===== config.mk =====
export PLATFORM = sky130hd
export DESIGN_NAME = stack_calculator_core_top
export DESIGN_NICKNAME = d
export VERILOG_FILES = /design/src/sv/scc_pkg.sv /design/src/sv/scc_ram.sv /design/src/sv/scc_div.sv /design/src/sv/scc_datapath.sv /design/src/sv/scc_ctrl.sv /design/src/sv/stack_calculator_core_top.sv
export SDC_FILE = /design/constraint.sdc
export NUM_CORES = 2
export LEC_CHECK = 0
export BUFFER_PORTS_ARGS = -buffer_cell sky130_fd_sc_hd__buf_2
export CAP_MARGIN = 20
export CELL_PAD_IN_SITES_DETAIL_PLACEMENT = 1
export CELL_PAD_IN_SITES_GLOBAL_PLACEMENT = 2
export CORE_MARGIN = 3
export CORE_UTILIZATION = 52
export DETAILED_ROUTE_END_ITERATION = 7
export PLACE_DENSITY_LB_ADDON = 0.1
export SYNTH_ARGS = -nofsm -noshare
export SYNTH_HDL_FRONTEND = slang
export SYNTH_HIERARCHICAL = 1
export SYNTH_SLANG_ARGS = --single-unit

===== constraint.sdc =====
create_clock -name clk_i -period 17.48 [get_ports clk_i]
set_input_delay 0.874 -clock clk_i [delete_from_list [all_inputs] [get_ports clk_i]]
set_output_delay 0.874 -clock clk_i [all_outputs]
set_load 0.1 [all_outputs]

===== src/sv/scc_pkg.sv =====
package scc_pkg;

  // Stack geometry and word size.
  localparam int STACK_DEPTH = 64;
  localparam int WORD_WIDTH  = 32;
  localparam int ADDR_W      = $clog2(STACK_DEPTH);
  localparam int CNT_W       = $clog2(STACK_DEPTH + 1);
  localparam int DIV_CNT_W   = $clog2(WORD_WIDTH);

  // Fixed port field widths.
  localparam int KIND_W    = 3;
  localparam int OPERAND_W = 32;
  localparam int OUT_W     = 32;
  localparam int STATUS_W  = 3;
  localparam int LEVEL_W   = 7;

  // Command codes carried by the kind field.
  typedef enum logic [KIND_W-1:0] {
    KIND_PUSH = 3'd0,
    KIND_ADD  = 3'd1,
    KIND_SUB  = 3'd2,
    KIND_MUL  = 3'd3,
    KIND_DIV  = 3'd4,
    KIND_OUT  = 3'd5
  } kind_e;

  // Result status codes.
  typedef enum logic [STATUS_W-1:0] {
    ST_OK    = 3'd0,
    ST_EMIT  = 3'd1,
    ST_DIVZ  = 3'd2,
    ST_UNDER = 3'd3,
    ST_OVER  = 3'd4
  } status_e;

  // How the stack count moves when a command finishes.
  typedef enum logic [1:0] {
    CNT_HOLD = 2'd0,
    CNT_INC  = 2'd1,
    CNT_DEC1 = 2'd2,
    CNT_DEC2 = 2'd3
  } cnt_op_e;

  // Source of the word written back to the stack.
  typedef enum logic [1:0] {
    WR_OPERAND = 2'd0,
    WR_ALU     = 2'd1,
    WR_QUOT    = 2'd2
  } wr_src_e;

  // Which stack entry a read fetches.
  typedef enum logic {
    RD_TOP    = 1'b0,
    RD_SECOND = 1'b1
  } rd_sel_e;

  // Commands from the controller to the datapath.
  typedef struct packed {
    logic    rd_en;
    rd_sel_e rd_sel;
    logic    lat_rhs;
    logic    lat_lhs;
    logic    div_start;
    logic    wr_en;
    wr_src_e wr_src;
    kind_e   alu_op;
    cnt_op_e cnt_op;
    logic    finish;
    status_e fin_status;
    logic    emit;
  } dp_cmd_t;

  // Status from the datapath to the controller.
  typedef struct packed {
    logic full;
    logic lt2;
    logic empty;
    logic rhs_zero;
    logic div_done;
  } dp_stat_t;

endpackage


===== src/sv/scc_ram.sv =====
module scc_ram #(
  parameter int WIDTH = 32,
  parameter int DEPTH = 64
) (
  input  logic                     clk_i,
  input  logic                     we_i,
  input  logic [$clog2(DEPTH)-1:0] waddr_i,
  input  logic [WIDTH-1:0]         wdata_i,
  input  logic                     re_i,
  input  logic [$clog2(DEPTH)-1:0] raddr_i,
  output logic [WIDTH-1:0]         rdata_o
);

  logic [WIDTH-1:0] mem_q [DEPTH];
  logic [WIDTH-1:0] rdata_q;

  // One write port and one registered read port.
  always_ff @(posedge clk_i) begin
    if (we_i) begin
      mem_q[waddr_i] <= wdata_i;
    end
    if (re_i) begin
      rdata_q <= mem_q[raddr_i];
    end
  end

  assign rdata_o = rdata_q;

endmodule


===== src/sv/scc_div.sv =====
module scc_div (
  input  logic                           clk_i,
  input  logic                           rst_ni,
  input  logic                           start_i,
  input  logic [scc_pkg::WORD_WIDTH-1:0] dividend_i,
  input  logic [scc_pkg::WORD_WIDTH-1:0] divisor_i,
  output logic [scc_pkg::WORD_WIDTH-1:0] quotient_o,
  output logic                           done_o
);

  localparam int W = scc_pkg::WORD_WIDTH;

  logic                           run_q, run_d;
  logic                           done_q, done_d;
  logic [scc_pkg::DIV_CNT_W-1:0]  cnt_q, cnt_d;
  logic                           neg_q, neg_d;
  logic [W-1:0]                   rem_q, rem_d;
  logic [W-1:0]                   quo_q, quo_d;
  logic [W-1:0]                   dvs_q, dvs_d;
  logic [W+1:0]                   diff;
  logic                           ge;
  logic [W-1:0]                   mag_a;
  logic [W-1:0]                   mag_b;

  // Magnitudes of the signed operands; the most negative value maps onto itself.
  assign mag_a = dividend_i[W-1] ? (~dividend_i + W'(1)) : dividend_i;
  assign mag_b = divisor_i[W-1]  ? (~divisor_i + W'(1))  : divisor_i;

  // One restoring step: shift in the next dividend bit and try the subtraction.
  assign diff = {1'b0, rem_q, quo_q[W-1]} - {2'b00, dvs_q};
  assign ge   = ~diff[W+1];

  always_comb begin
    run_d  = run_q;
    done_d = 1'b0;
    cnt_d  = cnt_q;
    neg_d  = neg_q;
    rem_d  = rem_q;
    quo_d  = quo_q;
    dvs_d  = dvs_q;
    if (start_i) begin
      run_d = 1'b1;
      cnt_d = '0;
      neg_d = dividend_i[W-1] ^ divisor_i[W-1];
      rem_d = '0;
      quo_d = mag_a;
      dvs_d = mag_b;
    end else if (run_q) begin
      rem_d = ge ? diff[W-1:0] : {rem_q[W-2:0], quo_q[W-1]};
      quo_d = {quo_q[W-2:0], ge};
      cnt_d = cnt_q + scc_pkg::DIV_CNT_W'(1);
      if (cnt_q == scc_pkg::DIV_CNT_W'(W - 1)) begin
        run_d  = 1'b0;
        done_d = 1'b1;
      end
    end
  end

  // Control flags are reset; the working words need none.
  always_ff @(posedge clk_i or negedge rst_ni) begin
    if (!rst_ni) begin
      run_q  <= 1'b0;
      done_q <= 1'b0;
      cnt_q  <= '0;
    end else begin
      run_q  <= run_d;
      done_q <= done_d;
      cnt_q  <= cnt_d;
    end
  end

  always_ff @(posedge clk_i) begin
    neg_q <= neg_d;
    rem_q <= rem_d;
    quo_q <= quo_d;
    dvs_q <= dvs_d;
  end

  // Apply the sign; this wraps for the most negative value divided by minus one.
  assign quotient_o = neg_q ? (~quo_q + W'(1)) : quo_q;
  assign done_o     = done_q;

endmodule


===== src/sv/scc_datapath.sv =====
module scc_datapath (
  input  logic                              clk_i,
  input  logic                              rst_ni,
  input  scc_pkg::dp_cmd_t                  cmd_i,
  output scc_pkg::dp_stat_t                 stat_o,
  input  logic signed [scc_pkg::OPERAND_W-1:0] operand_i,
  output logic                              done_o,
  output logic signed [scc_pkg::OUT_W-1:0]  out_value_o,
  output logic [scc_pkg::STATUS_W-1:0]      status_o,
  output logic [scc_pkg::LEVEL_W-1:0]       stack_level_o
);

  localparam int W = scc_pkg::WORD_WIDTH;

  logic [scc_pkg::CNT_W-1:0]  count_q, count_d;
  logic [scc_pkg::CNT_W-1:0]  top_idx;
  logic [scc_pkg::CNT_W-1:0]  second_idx;
  logic [scc_pkg::ADDR_W-1:0] rd_addr;
  logic [scc_pkg::ADDR_W-1:0] wr_addr;
  logic [W-1:0]               wr_data;
  logic [W-1:0]               rdata;
  logic [W-1:0]               rhs_q;
  logic [W-1:0]               lhs_q;
  logic [W-1:0]               alu_res;
  logic [W-1:0]               quotient;
  logic                       div_done;
  logic                       done_q;
  logic [scc_pkg::OUT_W-1:0]  out_value_q;
  logic [scc_pkg::STATUS_W-1:0] status_q;
  logic [scc_pkg::LEVEL_W-1:0]  level_q;

  // Stack addressing relative to the current count.
  assign top_idx    = count_q - scc_pkg::CNT_W'(1);
  assign second_idx = count_q - scc_pkg::CNT_W'(2);
  assign rd_addr    = (cmd_i.rd_sel == scc_pkg::RD_TOP) ? top_idx[scc_pkg::ADDR_W-1:0]
                                                       : second_idx[scc_pkg::ADDR_W-1:0];
  assign wr_addr    = (cmd_i.wr_src == scc_pkg::WR_OPERAND) ? count_q[scc_pkg::ADDR_W-1:0]
                                                            : second_idx[scc_pkg::ADDR_W-1:0];

  // Add, subtract and multiply, all wrapping at the word width.
  always_comb begin
    case (cmd_i.alu_op)
      scc_pkg::KIND_ADD: alu_res = lhs_q + rhs_q;
      scc_pkg::KIND_SUB: alu_res = lhs_q - rhs_q;
      scc_pkg::KIND_MUL: alu_res = lhs_q * rhs_q;
      default:           alu_res = lhs_q + rhs_q;
    endcase
  end

  // Select the word written back to the stack.
  always_comb begin
    case (cmd_i.wr_src)
      scc_pkg::WR_OPERAND: wr_data = W'(operand_i);
      scc_pkg::WR_ALU:     wr_data = alu_res;
      scc_pkg::WR_QUOT:    wr_data = quotient;
      default:             wr_data = alu_res;
    endcase
  end

  // Next stack count.
  always_comb begin
    case (cmd_i.cnt_op)
      scc_pkg::CNT_INC:  count_d = count_q + scc_pkg::CNT_W'(1);
      scc_pkg::CNT_DEC1: count_d = count_q - scc_pkg::CNT_W'(1);
      scc_pkg::CNT_DEC2: count_d = count_q - scc_pkg::CNT_W'(2);
      default:           count_d = count_q;
    endcase
  end

  scc_ram #(
    .WIDTH(W),
    .DEPTH(scc_pkg::STACK_DEPTH)
  ) u_stack (
    .clk_i   (clk_i),
    .we_i    (cmd_i.wr_en),
    .waddr_i (wr_addr),
    .wdata_i (wr_data),
    .re_i    (cmd_i.rd_en),
    .raddr_i (rd_addr),
    .rdata_o (rdata)
  );

  // The divisor comes from the latched top entry and the dividend straight off the read port.
  scc_div u_div (
    .clk_i      (clk_i),
    .rst_ni     (rst_ni),
    .start_i    (cmd_i.div_start),
    .dividend_i (rdata),
    .divisor_i  (rhs_q),
    .quotient_o (quotient),
    .done_o     (div_done)
  );

  // Operand latches.
  always_ff @(posedge clk_i) begin
    if (cmd_i.lat_rhs) begin
      rhs_q <= rdata;
    end
    if (cmd_i.lat_lhs) begin
      lhs_q <= rdata;
    end
  end

  // Stack count and the strobe are control state.
  always_ff @(posedge clk_i or negedge rst_ni) begin
    if (!rst_ni) begin
      count_q <= '0;
      done_q  <= 1'b0;
    end else begin
      count_q <= count_d;
      done_q  <= cmd_i.finish;
    end
  end

  // Result registers, loaded when a command finishes.
  always_ff @(posedge clk_i) begin
    if (cmd_i.finish) begin
      out_value_q <= cmd_i.emit ? scc_pkg::OUT_W'(signed'(rdata)) : '0;
      status_q    <= cmd_i.fin_status;
      level_q     <= scc_pkg::LEVEL_W'(count_d);
    end
  end

  assign stat_o.full     = (count_q == scc_pkg::CNT_W'(scc_pkg::STACK_DEPTH));
  assign stat_o.lt2      = (count_q < scc_pkg::CNT_W'(2));
  assign stat_o.empty    = (count_q == '0);
  assign stat_o.rhs_zero = (rhs_q == '0);
  assign stat_o.div_done = div_done;

  assign done_o        = done_q;
  assign out_value_o   = out_value_q;
  assign status_o      = status_q;
  assign stack_level_o = level_q;

endmodule


===== src/sv/scc_ctrl.sv =====
module scc_ctrl (
  input  logic                         clk_i,
  input  logic                         rst_ni,
  input  logic                         start_i,
  input  logic [scc_pkg::KIND_W-1:0]   kind_i,
  output logic                         busy_o,
  output scc_pkg::dp_cmd_t             cmd_o,
  input  scc_pkg::dp_stat_t            stat_i
);

  typedef enum logic [5:0] {
    S_IDLE   = 6'b000001,
    S_RD_RHS = 6'b000010,
    S_RD_LHS = 6'b000100,
    S_ALU    = 6'b001000,
    S_DIV    = 6'b010000,
    S_OUT    = 6'b100000
  } state_e;

  state_e          state_q, state_d;
  scc_pkg::kind_e  kind_q, kind_d;
  scc_pkg::kind_e  kind_in;

  assign kind_in = scc_pkg::kind_e'(kind_i);
  assign busy_o  = (state_q != S_IDLE);

  // Sequencing of one command; the datapath acts on the command word.
  always_comb begin
    state_d      = state_q;
    kind_d       = kind_q;
    cmd_o        = '0;
    cmd_o.alu_op = kind_q;
    case (state_q)
      S_IDLE: begin
        if (start_i) begin
          kind_d = kind_in;
          case (kind_in)
            scc_pkg::KIND_PUSH: begin
              cmd_o.finish = 1'b1;
              if (stat_i.full) begin
                cmd_o.fin_status = scc_pkg::ST_OVER;
              end else begin
                cmd_o.wr_en      = 1'b1;
                cmd_o.wr_src     = scc_pkg::WR_OPERAND;
                cmd_o.cnt_op     = scc_pkg::CNT_INC;
                cmd_o.fin_status = scc_pkg::ST_OK;
              end
            end
            scc_pkg::KIND_ADD, scc_pkg::KIND_SUB, scc_pkg::KIND_MUL,
            scc_pkg::KIND_DIV: begin
              if (stat_i.lt2) begin
                cmd_o.finish     = 1'b1;
                cmd_o.fin_status = scc_pkg::ST_UNDER;
              end else begin
                cmd_o.rd_en  = 1'b1;
                cmd_o.rd_sel = scc_pkg::RD_TOP;
                state_d      = S_RD_RHS;
              end
            end
            scc_pkg::KIND_OUT: begin
              if (stat_i.empty) begin
                cmd_o.finish     = 1'b1;
                cmd_o.fin_status = scc_pkg::ST_UNDER;
              end else begin
                cmd_o.rd_en  = 1'b1;
                cmd_o.rd_sel = scc_pkg::RD_TOP;
                state_d      = S_OUT;
              end
            end
            default: begin
              // Unused command codes complete with no effect.
              cmd_o.finish     = 1'b1;
              cmd_o.fin_status = scc_pkg::ST_OK;
            end
          endcase
        end
      end
      S_RD_RHS: begin
        cmd_o.lat_rhs = 1'b1;
        cmd_o.rd_en   = 1'b1;
        cmd_o.rd_sel  = scc_pkg::RD_SECOND;
        state_d       = S_RD_LHS;
      end
      S_RD_LHS: begin
        cmd_o.lat_lhs = 1'b1;
        if (kind_q == scc_pkg::KIND_DIV) begin
          if (stat_i.rhs_zero) begin
            cmd_o.cnt_op     = scc_pkg::CNT_DEC2;
            cmd_o.finish     = 1'b1;
            cmd_o.fin_status = scc_pkg::ST_DIVZ;
            state_d          = S_IDLE;
          end else begin
            cmd_o.div_start = 1'b1;
            state_d         = S_DIV;
          end
        end else begin
          state_d = S_ALU;
        end
      end
      S_ALU: begin
        cmd_o.wr_en      = 1'b1;
        cmd_o.wr_src     = scc_pkg::WR_ALU;
        cmd_o.cnt_op     = scc_pkg::CNT_DEC1;
        cmd_o.finish     = 1'b1;
        cmd_o.fin_status = scc_pkg::ST_OK;
        state_d          = S_IDLE;
      end
      S_DIV: begin
        if (stat_i.div_done) begin
          cmd_o.wr_en      = 1'b1;
          cmd_o.wr_src     = scc_pkg::WR_QUOT;
          cmd_o.cnt_op     = scc_pkg::CNT_DEC1;
          cmd_o.finish     = 1'b1;
          cmd_o.fin_status = scc_pkg::ST_OK;
          state_d          = S_IDLE;
        end
      end
      S_OUT: begin
        cmd_o.emit       = 1'b1;
        cmd_o.cnt_op     = scc_pkg::CNT_DEC1;
        cmd_o.finish     = 1'b1;
        cmd_o.fin_status = scc_pkg::ST_EMIT;
        state_d          = S_IDLE;
      end
      default: begin
        state_d = S_IDLE;
      end
    endcase
  end

  always_ff @(posedge clk_i or negedge rst_ni) begin
    if (!rst_ni) begin
      state_q <= S_IDLE;
      kind_q  <= scc_pkg::KIND_PUSH;
    end else begin
      state_q <= state_d;
      kind_q  <= kind_d;
    end
  end

endmodule


===== src/sv/stack_calculator_core_top.sv =====
// Reverse-Polish stack calculator on a 64-entry stack of signed 32-bit words held in a
// single-port-read RAM. A command is taken when start_i is high while busy_o is low, and
// exactly one result follows: done_o is high for a single cycle with out_value_o, status_o
// and stack_level_o valid, and the receiver cannot hold that transfer off, so it must take
// the result in that cycle. Push, unused codes and commands that fail on under- or overflow
// finish straight from idle, out after one stack read, add, sub and mul after two reads
// through the one RAM read port and then the ALU, a divide by zero after those reads, and a
// divide once the restoring divider (one quotient bit per cycle) is done. busy_o is low
// again in the cycle that carries the strobe, so a new command may be started there.
module stack_calculator_core_top (
  input  logic                                 clk_i,
  input  logic                                 rst_ni,
  input  logic                                 start,
  output logic                                 busy,
  input  logic [scc_pkg::KIND_W-1:0]           kind_i,
  input  logic signed [scc_pkg::OPERAND_W-1:0] operand_i,
  output logic                                 done_o,
  output logic signed [scc_pkg::OUT_W-1:0]     out_value_o,
  output logic [scc_pkg::STATUS_W-1:0]         status_o,
  output logic [scc_pkg::LEVEL_W-1:0]          stack_level_o
);

  scc_pkg::dp_cmd_t  cmd;
  scc_pkg::dp_stat_t stat;

  scc_ctrl u_ctrl (
    .clk_i   (clk_i),
    .rst_ni  (rst_ni),
    .start_i (start),
    .kind_i  (kind_i),
    .busy_o  (busy),
    .cmd_o   (cmd),
    .stat_i  (stat)
  );

  scc_datapath u_datapath (
    .clk_i         (clk_i),
    .rst_ni        (rst_ni),
    .cmd_i         (cmd),
    .stat_o        (stat),
    .operand_i     (operand_i),
    .done_o        (done_o),
    .out_value_o   (out_value_o),
    .status_o      (status_o),
    .stack_level_o (stack_level_o)
  );

endmodule


Word level (Yosys, flattened, before mapping)
Memory sizes are Yosys's and may differ from the RTL's. A register that Yosys moved wholly into a read port is not among the register bits.
Index checks and enable logic that the tools add are counted.
{ "op_classes": {"order_cmp": 1, "mul": 1, "reduce_logical": 8, "n_mux": 55, "n_eq_ne": 26, "bitwise_logic": 5, "addsub": 10} }
{ "op_table": {"columns": ["cell", "n"], "rows": [
  ["$mux W32", 5],
  ["$pmux W32 S2", 2],
  ["$add A32 B1 Y32 const B", 3],
  ["$not A32 Y32", 3],
  ["$mux W6", 10],
  ["$sub A33 B32 Y34", 1],
  ["$add A32 B32 Y32", 1],
  ["$logic_not A32 Y1", 1],
  ["$mul A32 B32 Y32", 1],
  ["$sub A32 B32 Y32", 1],
  ["$mux W31", 1],
  ["$pmux W6 S5", 1],
  ["$pmux W6 S4", 1],
  ["$pmux W7 S3", 1],
  ["$mux W5", 4],
  ["$mux W3", 5],
  ["$mux W1", 14],
  ["$eq A3 B2 Y1 const B", 4],
  ["$pmux W4 S3", 1],
  ["$pmux W6 S2", 1],
  ["$eq A3 B3 Y1 const B", 3],
  ["$ne A3 B3 Y1 const B", 3],
  ["$pmux W3 S3", 1],
  ["$mux W2", 4],
  ["other kinds (30)", 34]
]} }
{ "word_totals": {"ff_bits": 227, "out_inout_bits": 44, "n_memories": 1, "wordCells": 124, "ram_bits": 2048, "inputBits": 38} }
{ "mem_list": {"columns": ["memory", "depth", "word_bits", "rd", "rd_ports_with_merged_regs", "wr", "line_no", "source"], "rows": [
  ["u_datapath.u_stack.mem_q", 64, 32, 1, 1, 1, "scc_ram.sv:14", "logic [WIDTH-1:0] mem_q [DEPTH];"]
]} }

Depth between registers and ports, before layout
{ "logic_depth": {"word_depth": 7, "depth_mapped": 29, "mapped_depth_nobuf": 27} }

Modules after synthesis
Netlist, hierarchy kept.
{ "modules_own_cells": {"columns": ["mod", "area_per_inst_um2", "seq_area_each_um2", "n_inst", "cells_each"], "rows": [
  ["scc_ram", 78835.6, 62459.9, 1, 3324],
  ["scc_datapath", 23251.0, 3383.2, 1, 2500],
  ["scc_div", 7707.4, 2767.7, 1, 888],
  ["scc_ctrl", 653.1, 226.5, 1, 71]
]} }

Least setup slack after synthesis
No wires, ideal clock.
{ "synth_timing": {"path_type": "reg-to-reg", "start": "register u_datapath.rhs_q[6]", "end": "memory u_datapath.u_stack.mem_q[0][31] (data pin)", "arrival_ps": 9764, "path_stages_with_launch": 28, "required_time_ps": 16758, "path_buffers": 2, "setup_time_ps": 722, "period_less_slack_ps": 10486, "path_slack_ps": 6994, "cell_sequence": "edfxtp_1 > clkbuf_1 > clkbuf_1 > and2_1 > fa_1 > fa_1 > fa_1 > inv_1 > fa_1 > inv_1 > fa_1 > inv_1 > fa_1 > inv_1 > fa_1 > inv_1 > fa_1 > inv_1 > ha_1 > and3_1 > a31oi_1 > o21ai_0 > a31oi_1 > o21ai_2 > a41o_1 > o2bb2ai_1 > xnor2_1 > a211oi_1"} }
{ "synth_via": {"elab_chain_len": 3, "elab_cells_between_ends": 5, "classes_between": "add/sub (2); mul (1); mux (2)"} }
{ "synth_lines": {"columns": ["element", "line_no", "source"], "rows": [
  ["start, declared", "scc_datapath.sv:22", "logic [W-1:0] rhs_q;"],
  ["start signal, assigned", "scc_datapath.sv:97", "rhs_q <= rdata;"],
  ["$mul A32 B32 Y32, or another cell as far along", "scc_datapath.sv:45", "scc_pkg::KIND_MUL: alu_res = lhs_q * rhs_q;"],
  ["$pmux W32 S2 (*)", "scc_datapath.sv:42", "case (cmd_i.alu_op)"],
  ["$pmux W32 S2 (*)", "scc_datapath.sv:52", "case (cmd_i.wr_src)"],
  ["named net u_datapath.wr_data[31]", "scc_datapath.sv:20", "logic [W-1:0] wr_data;"],
  ["end, declared", "scc_ram.sv:14", null]
]} }
The timed path passes the listed nets; every way through them passes the cells marked *.

Worst setup path in the final report
{ "layout_timing": {"start": "register u_datapath.lhs_q[14]", "end": "memory u_datapath.u_stack.mem_q[25][31] (data pin)"} }
{ "layout_via": {"elab_chain_len": 3, "elab_cells_between_ends": 5, "classes_between": "add/sub (2); mul (1); mux (2)"} }
{ "layout_lines": {"columns": ["element", "line_no", "source"], "rows": [
  ["start, declared", "scc_datapath.sv:23", "logic [W-1:0] lhs_q;"],
  ["start signal, assigned", "scc_datapath.sv:100", "lhs_q <= rdata;"],
  ["$mul A32 B32 Y32, or another cell as far along", "scc_datapath.sv:45", null],
  ["$pmux W32 S2 (*)", "scc_datapath.sv:42", null],
  ["$pmux W32 S2 (*)", "scc_datapath.sv:52", null],
  ["named net u_datapath.wr_data[31]", "scc_datapath.sv:20", null]
]} }
Marks and branches as above.

==> key figures <==
Status
  • Outcome: finished clean

GRT
  • First-pass GRT wire length: 477000 um
  • GRT Total Usage: 0.306
  • Pin count of the biggest net entering global routing: 109
  • Number of global-route vias before repair: roughly 66000
  • Initial antenna violation count: 11
  • GRT overflow: 0

STA
  • Setup Skew: 0.0945 ns
  • Max-slew violations: 0
  • Actual slew at the worst max-slew pin: 1.06 ns
  • Hold_ws: 0.237 ns
  • RSZ-0062 raised after global routing: no
  • Highest Clock Rate: 0.111 GHz
  • Rel. slew slack: 0.276
  • Setup tns final: 0 ns
  • Minimum clock period: 8.97 ns
  • Setup violators final: 0
  • Final Cycle Share: 0.513
  • Final Hold Violating Endpoints: 0

Floorplanning
  • # rows: 168
  • Core area: 0.210 mm^2
  • Die width: between 400 and 500 um
  • Initial Util: 0.525
  • Die area: 0.218 mm^2
  • I/O pin total: slightly above 80
  • Die Y: 467 um

Routing
  • Total wire length: roughly 330000 um
  • DR WL/cell: 33.1 um
  • First-pass iteration count of the detailed router: 6
  • Antenna-violating nets left: 0
  • Initial DRC Count: roughly 7200
  • Vias/cell: 6.31
  • DRC viols: 0
  • Via count: 62800

Clock network
  • Post-CTS setup buffers: 0
  • H-Tree Depth: 4
  • Worst skew pair latency: 0.91 ns
  • CTS sink cnt: 2307
  • Worst-path clk slew: 0.06 ns
  • CTS buffer count: 228
  • CTS tree: done
  • Clk buf depth: 3
  • CTS root buf: clkbuf_16

Critical path
  • Largest incremental delay on the critical path: between 0.7 and 0.8 ns
  • Slowest cell on crit path: edfxtp_1
  • CP Max Fanout: 64
  • CP Launch Type: flop
  • CP endpoint kind: flop
  • WS Path Type: flop to flop
  • Worst EP required: 18.00 ns
  • Crit path launch: u_datapath/lhs_q[14]
  • CP arrival: approximately 9.5 ns
  • Cell mode on critical path: fa_1
  • Reg-to-reg startpoint: u_datapath/lhs_q[14]

Synthesis
  • Number of enable flip-flop cells after synthesis: 2251
  • Seq cells post-synth: 2307
  • Yosys synthesis warning count: 6
  • Synth unique cells: 92
  • Syn_nets: 7430
  • Syn Area/Cell: 16.3 um^2
  • Largest family of logic cells by synthesized area: multiplexers
  • Synth Area in Adders: 0.0969
  • Cells after Synth: roughly 6800
  • Multiplexer share of the synthesized area: 0.123
  • Post-synth ARST share: 0.0104
  • Synth Area in Compound Gates: 0.0433
  • Simple-gate share of the synthesized area: 0.0607
  • Synth Flop Type: edfxtp_1
  • Register area share after synthesis: 0.623
  • Post-Synth XOR/XNOR Area: 0.0215
  • Synthesized area: 0.110 mm^2

Final layout
  • Final nets: 7586
  • Fraction of layout cells with a size suffix above 1: 0.187
  • Final core utilization: 0.584
  • Synthesis-to-layout area growth: 11.3%
  • Most common cell after layout, fill and taps aside: edfxtp_1
  • Most frequent cells in the layout: 2251 x edfxtp_1, 544 x mux4_2, 503 x inv_1

Hold path
  • Hold Crit Start: kind_i[0]
  • HP Class: input pin to flop

Flow run
  • # Max-Cap Violations: 0

Placement
  • Final GP Congestion: 0.897
  • Hpwl dp: 202000 um
  • Port buffer count: 81
-- final timing paths --
| path | cells after the start | slack (ns) | end |
|---|---|---|---|
| worst min-delay path | 3 | 0.24 | u_ctrl/state_q[5] |
| worst max-delay path | 26 | 8.51 | u_datapath/u_stack/mem_q[25][31] |
| worst max register to register | 26 | 8.51 | u_datapath/u_stack/mem_q[25][31] |
| min in group asynchronous | 2 | 0.51 | u_datapath/count_q[6] |
| max in group asynchronous | 2 | 16.53 | u_datapath/u_div/run_q |
| worst min register to register | 2 | 0.44 | u_datapath/u_div/rem_q[10] |
-- synth_stat cells, types with 44 or more instances --
library cell,n,share of area
and2_1,346,0.020
o21ai_0,124,0.0056
nand2_1,404,0.014
edfxtp_1,2251,0.61
mux2i_1,122,0.011
clkbuf_1,238,0.0081
a21oi_1,197,0.0089
ha_1,199,0.023
nor2_1,283,0.0096
mux4_2,544,0.11
o22ai_1,89,0.0050
xnor2_1,170,0.013
fa_1,410,0.074
nor3_1,44,0.0020
buf_2,59,0.0027
xor2_1,101,0.0080
inv_1,504,0.017
-- critical path, delay by kind of cell, from the launching register on --
| family | cells | cell delay, ns |
|---|---|---|
| flops | 1 | 0.73 |
| xor+xnor | 1 | 0.18 |
| simple gates | 2 | 0.61 |
| buf+inv | 7 | 0.97 |
| compound gates | 7 | 1.51 |
| fa+ha+maj | 9 | 4.54 |
-- stage by stage --
stage / instances / setup WS [ns] / cell area (um^2)
2_1_floorplan: 6783 / 6.99 / 110000
3_3_place_gp: 9508 / 8.54 / 115000
3_5_place_dp: 9511 / 8.37 / 115000
4_1_cts: 9936 / 8.27 / 123000
5_1_grt: 9940 / 8.04 / 123000
6_report: 9944 / 8.51 / 123000
-- metal layers --
layer	GRT usage	share of wire	vias up	routed length, um
met4	0.115	0.041	4	13600
met5	0	0.000079	-	26
met3	0.0425	0.073	552	24200
met2	0.502	0.49	2883	162000
met1	0.420	0.39	33500	129000
li1	-	-	25800	-
-- final cells by class --
class,instances,area [um^2]
clock buffers,276,5900
repair buffers,290,2070
diodes,6,15.0
clock inverters,148,1590
multi-input cells,3608,39100
well taps,2805,3510
inverters,504,1890
fillers,19000,87500
flip-flops and latches,2307,68800
-- state kept, by name, summed over array words and instances (netlist names) --
name	flops
u_datapath/count_q	7
u_datapath/u_div/neg_q	1
u_datapath/u_div/done_o	1
u_datapath/rhs_q	32
u_datapath/out_value_o	32
u_ctrl/state_q	6
u_datapath/u_div/cnt_q	5
u_datapath/u_stack/mem_q	2048
u_datapath/u_stack/rdata_o	32
u_datapath/u_div/run_q	1
u_datapath/stack_level_o	7
u_datapath/u_div/rem_q	32
u_datapath/lhs_q	32
u_datapath/u_div/dvs_q	32
u_ctrl/kind_q	3
u_datapath/status_o	3
u_datapath/done_o	1
u_datapath/u_div/quo_q	32
-- cells by family after synthesis --
kind of cell,after synthesis
mux,675
xor+xnor,271
compound gates,726
fa+ha+maj,609
buf+inv,868
simple gates,1327
flops,2307
-- timing repair --
item	CTS	global route
resized for setup	0	0
hold endpoints to repair	23	0
hold buffers	1	0
Power is left out: the tool's default activity adds up to more than one toggle a clock period on the data nets, which glitch-free logic cannot reach.
